`config.mk`:
```
export PLATFORM = sky130hd
export DESIGN_NAME = hbp_index
export DESIGN_NICKNAME = d
export VERILOG_FILES = /design/src/hw/rtl/hbp_pkg.sv /design/src/hw/rtl/hbp_index.sv
export SDC_FILE = /design/constraint.sdc
export NUM_CORES = 1
export LEC_CHECK = 0
export ABC_AREA = 1
export BUFFER_PORTS_ARGS = -buffer_cell sky130_fd_sc_hd__buf_2
export CORE_ASPECT_RATIO = 0.8
export CORE_MARGIN = 5
export CORE_UTILIZATION = 35
export DETAILED_ROUTE_END_ITERATION = 6
export GPL_TIMING_DRIVEN = 0
export PLACE_DENSITY = 0.81
export RECOVER_POWER = 25
export SYNTH_ARGS = -nofsm -noshare
export SYNTH_HDL_FRONTEND = slang
export SYNTH_SLANG_ARGS = --single-unit
```
`constraint.sdc`:
```
create_clock -name vclk -period 1.8
set_input_delay 0.09 -clock vclk [all_inputs]
set_output_delay 0.09 -clock vclk [all_outputs]
set_load 0.1 [all_outputs]
```
`src/hw/rtl/hbp_pkg.sv`:
```
`default_nettype none
package hbp_pkg;

  localparam int BIMODAL_INDEX_MAX_DEF = 12;
  localparam int GSHARE_INDEX_MAX_DEF  = 12;
  localparam int CHOOSER_INDEX_MAX_DEF = 12;

  localparam int ADDR_W = 32;
  localparam int CTR_W  = 3;
  localparam int SEL_W  = 2;
  localparam int CFG_W  = 4;
  localparam int CFG_AW = 3;
  localparam int IN_TDATA_W  = 40;
  localparam int OUT_TDATA_W = 40;

  localparam logic [CTR_W-1:0] CTR_INIT     = 3'd4;
  localparam logic [CTR_W-1:0] CTR_TOP      = 3'd7;
  localparam logic [CTR_W-1:0] CTR_TAKEN_AT = 3'd4;
  localparam logic [SEL_W-1:0] SEL_INIT      = 2'd1;
  localparam logic [SEL_W-1:0] SEL_TOP       = 2'd3;
  localparam logic [SEL_W-1:0] SEL_GSHARE_AT = 2'd2;

  // configuration register indexes
  localparam logic [CFG_AW-1:0] REG_MODE        = 3'd0;
  localparam logic [CFG_AW-1:0] REG_BIMODAL_BITS = 3'd1;
  localparam logic [CFG_AW-1:0] REG_GSHARE_BITS = 3'd2;
  localparam logic [CFG_AW-1:0] REG_HISTORY_BITS = 3'd3;
  localparam logic [CFG_AW-1:0] REG_CHOOSER_BITS = 3'd4;

  localparam logic [1:0] MODE_BIMODAL = 2'd0;
  localparam logic [1:0] MODE_GSHARE  = 2'd1;

  typedef struct packed {
    logic [1:0]       mode;
    logic [CFG_W-1:0] bimodal_bits;
    logic [CFG_W-1:0] gshare_bits;
    logic [CFG_W-1:0] history_bits;
    logic [CFG_W-1:0] chooser_bits;
  } hbp_cfg_t;

  function automatic logic [CFG_W-1:0] clamp_bits(input logic [CFG_W-1:0] v,
                                                  input logic [4:0] maxv);
    logic [CFG_W-1:0] res;
    res = ({1'b0, v} > maxv) ? maxv[CFG_W-1:0] : v;
    return res;
  endfunction

  function automatic logic [CTR_W-1:0] ctr_train(input logic [CTR_W-1:0] c,
                                                 input logic t);
    logic [CTR_W-1:0] res;
    if (t) begin
      res = (c < CTR_TOP) ? c + 3'd1 : CTR_TOP;
    end else begin
      res = (c != '0) ? c - 3'd1 : '0;
    end
    return res;
  endfunction

  function automatic logic [SEL_W-1:0] sel_train(input logic [SEL_W-1:0] s,
                                                 input logic g_ok, input logic b_ok);
    logic [SEL_W-1:0] res;
    res = s;
    if (g_ok && !b_ok) begin
      res = (s < SEL_TOP) ? s + 2'd1 : SEL_TOP;
    end else if (b_ok && !g_ok) begin
      res = (s != '0) ? s - 2'd1 : '0;
    end
    return res;
  endfunction

endpackage
`default_nettype wire

```
`src/hw/rtl/hbp_index.sv`:
```
`default_nettype none
module hbp_index #(
  parameter int BI_MAX = 12,
  parameter int GI_MAX = 12,
  parameter int CI_MAX = 12
) (
  input  logic [31:0]        pc,
  input  logic               taken,
  input  hbp_pkg::hbp_cfg_t  cfg,
  input  logic [GI_MAX-1:0]  hist,
  output logic [BI_MAX-1:0]  bi,
  output logic [GI_MAX-1:0]  gi,
  output logic [CI_MAX-1:0]  ci,
  output logic [GI_MAX-1:0]  hist_new
);
  import hbp_pkg::*;

  logic [CFG_W-1:0]  mb;
  logic [CFG_W-1:0]  mg;
  logic [CFG_W-1:0]  mc;
  logic [CFG_W-1:0]  nh;
  logic [GI_MAX-1:0] hm;
  logic [GI_MAX-1:0] hs;

  assign mb = clamp_bits(cfg.bimodal_bits, 5'(BI_MAX));
  assign mg = clamp_bits(cfg.gshare_bits, 5'(GI_MAX));
  assign mc = clamp_bits(cfg.chooser_bits, 5'(CI_MAX));
  // history length never exceeds the effective gshare index width
  assign nh = clamp_bits(cfg.history_bits, {1'b0, mg});
  assign hs = hm >> 1;

  always_comb begin
    for (int i = 0; i < BI_MAX; i++) begin
      bi[i] = pc[i+2] & (5'(i) < {1'b0, mb});
    end
    for (int i = 0; i < CI_MAX; i++) begin
      ci[i] = pc[i+2] & (5'(i) < {1'b0, mc});
    end
    for (int i = 0; i < GI_MAX; i++) begin
      hm[i] = hist[i] & (5'(i) < {1'b0, nh});
    end
    for (int i = 0; i < GI_MAX; i++) begin
      gi[i] = (pc[i+2] & (5'(i) < {1'b0, mg})) ^ hm[i];
      // newest outcome lands at bit nh-1, older bits move down
      if (5'(i + 1) < {1'b0, nh}) begin
        hist_new[i] = hs[i];
      end else if (5'(i + 1) == {1'b0, nh}) begin
        hist_new[i] = taken;
      end else begin
        hist_new[i] = 1'b0;
      end
    end
  end

endmodule
`default_nettype wire

```
==> impl_metrics.csv, run 1 <==
group,metric,value,unit
logic_synthesis,netlist_instances,220,
outcome,tool.error,"[ERROR DPL-0038] Utilization greater than 100%, impossible to legalize",
logic_synthesis,synth_area_per_cell,5.20,um2
sta,crit_endpoint,"gi[10]",
floorplanning,start_util,36.8,%
logic_synthesis,yosys_warnings,0,
logic_synthesis,yosysSeqAreaShare,0,%
outcome,outcome,"stopped before the end",
outcome,haltStage,"global routing (5_1_grt)",
placed_design,gp_congestion,0.899,
placed_design,dp_hpwl,4.30,mm
logic_synthesis,yosysUniqueCellTypes,26,
sta,worstEndpointType,"top-level output",
placed_design,dp.cells,348,
logic_synthesis,syn-cell-area,1140,um2
cts,cts_hold_buffers,0,
floorplanning,row_count,18,
floorplanning,die_h,61.2,um
placed_design,port_buffers,88,
floorplanning,die-width,73.9,um
floorplanning,ios,111,
logic_synthesis,syn_nets,287,
placed_design,pre_cts_slack,-0.820,ns
global_routing,grt_max_degree,9,
## synthesized netlist by cell type, drive strengths merged
| cell type | n | area, um2 |
|---|---|---|
| a211oi | 8 | 60.1 |
| a21oi | 5 | 25.0 |
| and3 | 1 | 6.26 |
| clkbuf | 1 | 5.00 |
| ha | 4 | 50.1 |
| inv | 48 | 183 |
| nand2 | 72 | 349 |
| nand3 | 31 | 173 |
| nand3b | 2 | 15.0 |
| nand4 | 4 | 25.0 |
| nor2 | 21 | 111 |
| nor3 | 10 | 50.1 |
| o211ai | 1 | 7.51 |
| o21a | 1 | 7.51 |
| o21ai | 8 | 51.3 |
| xor2 | 3 | 26.3 |
## per-stage QoR
step                area, um2  util (%)
floorplan                1790         -
global placement         2280      73.4
detailed placement       2280      73.4
CTS                      2990      96.2
## what timing repair did
| action | CTS |
|---|---|
| resized for setup | 132 |
| pin swaps | 28 |
| buffers inserted | 22 |
| endpoints found under the hold margin | 0 |
| cloned | 2 |
| endpoints found under the setup margin | 24 |
## cell families after synthesis
family                   after synthesis  synth area share (%)
AO/OA/AOI/OAI                         23                  13.2
XOR/XNOR                               3                  2.30
adder cells (fa/ha/maj)                4                  4.37
buffers and inverters                 49                  16.4
AND/OR/NAND/NOR                      141                  63.7
==> inputs of run 2 (changes only) <==
Settings changed: CORE_ASPECT_RATIO 0.8 to not set, CORE_UTILIZATION 35 to 25, PLACE_DENSITY 0.81 to not set, PLACE_DENSITY_LB_ADDON set to 0.15.
Clock period 1.8 ns to 2.35 ns, I/O delays scaled along.
==> impl_metrics.csv, run 2 <==
group,metric,value,unit
outcome,outcome,"finished, final reports clean",
global_routing,grt_max_degree,10,
logic_synthesis,synth_area_leaders,"nand2_1 18%, inv_1 15%, nand3_1 13%",
cells_and_area,diodes,0,
power,ir_drop,0.000316,V
global_routing,grt_antenna_before_repair,0,
sta,setup_viol,0,
floorplanning,die_h,77.7,um
logic_synthesis,yosysTopAreaCellShare,18.4,%
logic_synthesis,syn_nets,287,
worst_setup_path,cp-start-kind,"input pin",
cells_and_area,fillCellCount,465,
hold_path,holdPathStages,4,
routing,vias_per_cell,4.71,
global_routing,overflow,0,
global_routing,grt.total_usage,14.7,%
power,fin_total_pwr,1300,uW
sta,finalHoldViolations,0,
floorplanning,die-width,77.7,um
floorplanning,row_count,24,
sta,fin_setup_tns,0,ns
routing,ant_nets,0,
cells_and_area,instances_no_fill,364,
cells_and_area,regArea,0,um2
placed_design,port_buffers,88,
power,p_per_area,595,nW/um2
worst_setup_path,path_class,"input pin to output pin",
hold_path,whs_endpoint,"hist_new[1]",
cells_and_area,nets,381,
routing,wire_per_inst,13.4,um
cells_and_area,mostFrequentLayoutCell,"buf_2",
sta,tightest_slew,1.18,ns
logic_synthesis,synth_area_per_cell,5.20,um2
placed_design,dp.cells,360,
sta,max_freq,0.441,GHz
worst_setup_path,crit_path_end_kind,"output pin",
routing,drt_iter0_markers,57,
sta,max_slew_margin,21.8,%
cells_and_area,drive_above_1_share,50.0,%
logic_synthesis,yosysUniqueCellTypes,26,
logic_synthesis,netlist_instances,220,
logic_synthesis,yosysSeqAreaShare,0,%
worst_setup_path,slowest_stage,"o21ai_4",
routing,dr_total_vias,1716,
logic_synthesis,synth.most_common_cell,"nand2_1",
logic_synthesis,synthTopCellsByCount,"56 x nand2_1, 47 x inv_1, 29 x nand3_1",
routing,route.detailed.drc,0,
global_routing,grt_pass1_wl,7.78,mm
placed_design,dp_hpwl,4.14,mm
logic_synthesis,yosys.area.top_type,"nand2_1",
worst_setup_path,arrival,2.15,ns
sta,post-route-period-util,96.4,%
worst_setup_path,cpPeakStageDelay,0.31,ns
cells_and_area,seq_cell_count,0,
power,p_leak,0.00118,uW
placed_design,pre_cts_slack,-0.261,ns
floorplanning,coreArea,4380,um2
routing,firstDrtPassIters,4,
placed_design,post_dp_cell_area,1890,um2
sta,rsz0062_at_grt,"true",
sta,drv_slew,0,
cells_and_area,multi_input_area,1250,um2
sta,period_minus_slack,2.27,ns
logic_synthesis,yosys_warnings,0,
hold_path,hold_start,"hist[2]",
global_routing,grt_pass1_vias,1681,
floorplanning,ios,111,
placed_design,gp_congestion,0.805,
sta,worst_slack,0.0848,ns
job,drv_cap,0,
logic_synthesis,syn-cell-area,1140,um2
worst_setup_path,worstPathCellList,"buf_2 -> nand2_4 -> inv_2 -> nor2_4 -> inv_2 -> ha_4 -> nand2_1 -> nand2_1 -> nand2_2 -> nand2_4 -> nand2_8 -> o21ai_4 -> nand3_4 -> xor2_4 -> buf_8",
hold_path,min-delay-path-class,"input pin to output pin",
cells_and_area,mostFrequentLayoutCells,"55 x buf_2, 44 x inv_1, 38 x nand2_1, 28 x nand3_1, 20 x nand2_2",
floorplanning,die-area,6030,um2
cells_and_area,area_delta_synth_final,90.6,%
worst_setup_path,path_max_fanout,9,
floorplanning,start_util,26.1,%
worst_setup_path,worst_ep_required_time,2.23,ns
cells_and_area,finalInstanceArea,2180,um2
routing,drt_wl_total,4.89,mm
cells_and_area,nClkBuffers,0,
[run 2: metal layers]
metal / up-vias / share of wire, % / GRT usage [%]
met4: 0 / 0 / 0
met3: 0 / 9.1 / 2.89
li1: 897 / - / -
met2: 64 / 48 / 26.5
met5: - / 0 / 0
met1: 755 / 43 / 19.2
[run 2: report_power, final]
group	leakage (uW)	internal, uW	total [uW]	switching (uW)
clock	0	0	0	0
sequential	0	0	0	0
combinational	0.00118	327	1300	971
[run 2: logic make-up after synthesis]
group,Yosys count,share of synthesized area [%]
buffers and inverters,49,16.4
AO/OA/AOI/OAI,23,13.2
XOR/XNOR,3,2.30
adder cells (fa/ha/maj),4,4.37
AND/OR/NAND/NOR,141,63.7
[run 2: worst max path at each step]
stage	start	to	slack, ns	cells past startpoint
2_1_floorplan	cfg[11]	hist_new[4]	-0.16	16
3_3_place_gp	cfg[10]	gi[11]	-0.25	15
3_5_place_dp	cfg[10]	gi[11]	-0.26	15
4_1_cts	cfg[10]	gi[11]	-0.04	15
5_1_grt	cfg[10]	gi[8]	-0.03	19
6_report	cfg[10]	gi[11]	0.08	15
[run 2: metrics by stage]
stage	hold slack (ns)	utilization, %
global placement	0.709	43.1
floorplan	0.496	-
CTS	0.657	45.2
global route	0.678	49.8
detailed placement	0.712	43.1
finish	0.655	49.8
[run 2: timing repair]
action,in CTS,in global routing
endpoints found under the setup margin,23,24
gates resized for setup,32,44
pin swaps,1,6
cloned,0,1
hold buffers,0,0
setup buffers,0,3
[run 2: area by class of cell]
| type | instances | area share [%] |
|---|---|---|
| buffer | 1 | 1.15 |
| inverter | 48 | 8.54 |
| multi-input combinational | 172 | 57.2 |
| tap | 52 | 2.98 |
| timing repair buffer | 91 | 30.2 |
[run 2: worst max-delay path, delay by kind of cell]
| kind | cells | cell delay (ns) |
|---|---|---|
| and+or+nand+nor | 8 | 0.77 |
| adders and majority gates | 1 | 0.27 |
| buffers and inverters | 4 | 0.49 |
| xor gates and xnor gates | 1 | 0.20 |
| AOI/OAI and AO/OA | 1 | 0.31 |
Power figures use the tool's default switching activity.
==> inputs of run 3 (changes only) <==
Settings changed: RECOVER_POWER 25 to not set.
==> impl_metrics.csv, run 3 (synthesis results as in run 2) <==
group,metric,value,unit
worst_setup_path,crit_path_end_kind,"output pin",
floorplanning,start_util,26.1,%
sta,whs,0.655,ns
cells_and_area,mostFrequentLayoutCells,"64 x buf_2, 44 x inv_1, 38 x nand2_1, 28 x nand3_1, 20 x nand2_2",
global_routing,grt_pass1_vias,1681,
floorplanning,die_h,77.7,um
routing,ant_nets,0,
worst_setup_path,cp-startpoint,"cfg[10]",
global_routing,grt_pass1_wl,7.78,mm
routing,drt_iter0_markers,47,
placed_design,pre_cts_slack,-0.261,ns
cells_and_area,diodes,0,
global_routing,grt.total_usage,14.7,%
sta,max_slew_margin,61.4,%
routing,firstDrtPassIters,4,
power,ir_drop,0.000317,V
outcome,outcome,"finished, final reports clean",
routing,route.detailed.drc,0,
sta,period_minus_slack,2.27,ns
global_routing,grt_antenna_before_repair,0,
routing,dr_total_vias,1716,
floorplanning,die-width,77.7,um
sta,setup_viol,0,
worst_setup_path,path_class,"input pin to output pin",
cells_and_area,mostFrequentLayoutCell,"buf_2",
placed_design,gp_congestion,0.805,
worst_setup_path,path_max_fanout,9,
sta,tightest_slew,0.577,ns
worst_setup_path,cp-start-kind,"input pin",
power,p_per_area,593,nW/um2
cells_and_area,drive_above_1_share,52.9,%
cells_and_area,nClkBuffers,0,
sta,finalHoldViolations,0,
cells_and_area,area_delta_synth_final,91.6,%
routing,drt_wl_total,4.87,mm
worst_setup_path,crit_end,"gi[11]",
cells_and_area,seq_cell_count,0,
sta,worst_slack,0.0848,ns
job,drv_cap,0,
floorplanning,coreArea,4380,um2
routing,vias_per_cell,4.71,
global_routing,grt_max_degree,10,
floorplanning,die-area,6030,um2
placed_design,port_buffers,88,
sta,rsz0062_at_grt,"true",
placed_design,dp.cells,360,
worst_setup_path,worst_ep_required_time,2.23,ns
sta,drv_slew,0,
floorplanning,row_count,24,
cells_and_area,regArea,0,um2
cells_and_area,instances_no_fill,364,
hold_path,holdPathStages,4,
routing,wire_per_inst,13.4,um
floorplanning,ios,111,
sta,post-route-period-util,96.4,%
worst_setup_path,arrival,2.15,ns
sta,max_freq,0.441,GHz
global_routing,overflow,0,
cells_and_area,nets,381,
hold_path,min-delay-path-class,"input pin to output pin",
power,p_leak,0.00121,uW
placed_design,dp_hpwl,4.14,mm
## run 3: cell types whose count changed in the layout (fill, tap and decap cells not counted), sizes merged
| cell | before | now |
|---|---|---|
| clkbuf | 11 | 2 |
| buf | 81 | 90 |
## run 3: worst min-delay path by stage
stage,start,slack (ns),to
global route,hist[0],0.68,gi[0]
CTS,hist[0],0.66,gi[0]
finish,hist[2],0.66,hist_new[1]
global placement,pc[9],0.71,bi[7]
detailed placement,pc[9],0.71,bi[7]
floorplan,pc[13],0.50,bi[11]
## run 3: worst max-delay path, cell delays in order
cell	delay (ns)
buf_2	0.16
nand2_4	0.07
inv_2	0.05
nor2_4	0.11
inv_2	0.07
ha_4	0.27
nand2_1	0.05
nand2_1	0.07
nand2_2	0.06
nand2_4	0.12
nand2_8	0.12
o21ai_4	0.31
nand3_4	0.17
xor2_4	0.20
buf_8	0.21
## run 3: layout make-up
class              count  area, um2
well taps             52       65.1
repair buffers        91        669
plain buffers          1       25.0
multi-input cells    172       1250
inverters             48        186
fillers              460       2190
## run 3: metrics by stage
stage / instance area [um2] / setup TNS, ns / power, uW / utilization, %
2_1_floorplan: 1380 / -0.546 / 957 / -
3_3_place_gp: 1890 / -2.72 / 1140 / 43.1
3_5_place_dp: 1890 / -2.88 / 1140 / 43.1
4_1_cts: 1980 / -0.0391 / 1200 / 45.2
5_1_grt: 2190 / -0.0687 / 1360 / 50.0
6_report: 2190 / 0 / 1300 / 50.0
## run 3: where the power goes
group | internal [uW] | switching, uW | total, uW
logic | 329 | 970 | 1300
registers | 0 | 0 | 0
clock network | 0 | 0 | 0
total | 329 | 970 | 1300
## run 3: layer usage
| layer | global-route usage (%) | wire length, um |
|---|---|---|
| met5 | 0 | 0 |
| met2 | 26.5 | 2350 |
| met4 | 0 | 0 |
| met3 | 2.89 | 447 |
| met1 | 19.2 | 2060 |
## run 3: repair_timing
| item | in CTS | in global routing |
|---|---|---|
| hold buffers | 0 | 0 |
| gates resized for setup | 32 | 44 |
| endpoints found under the setup margin | 23 | 24 |
| pin swaps | 1 | 6 |
| setup buffers | 0 | 3 |
| gates cloned | 0 | 1 |
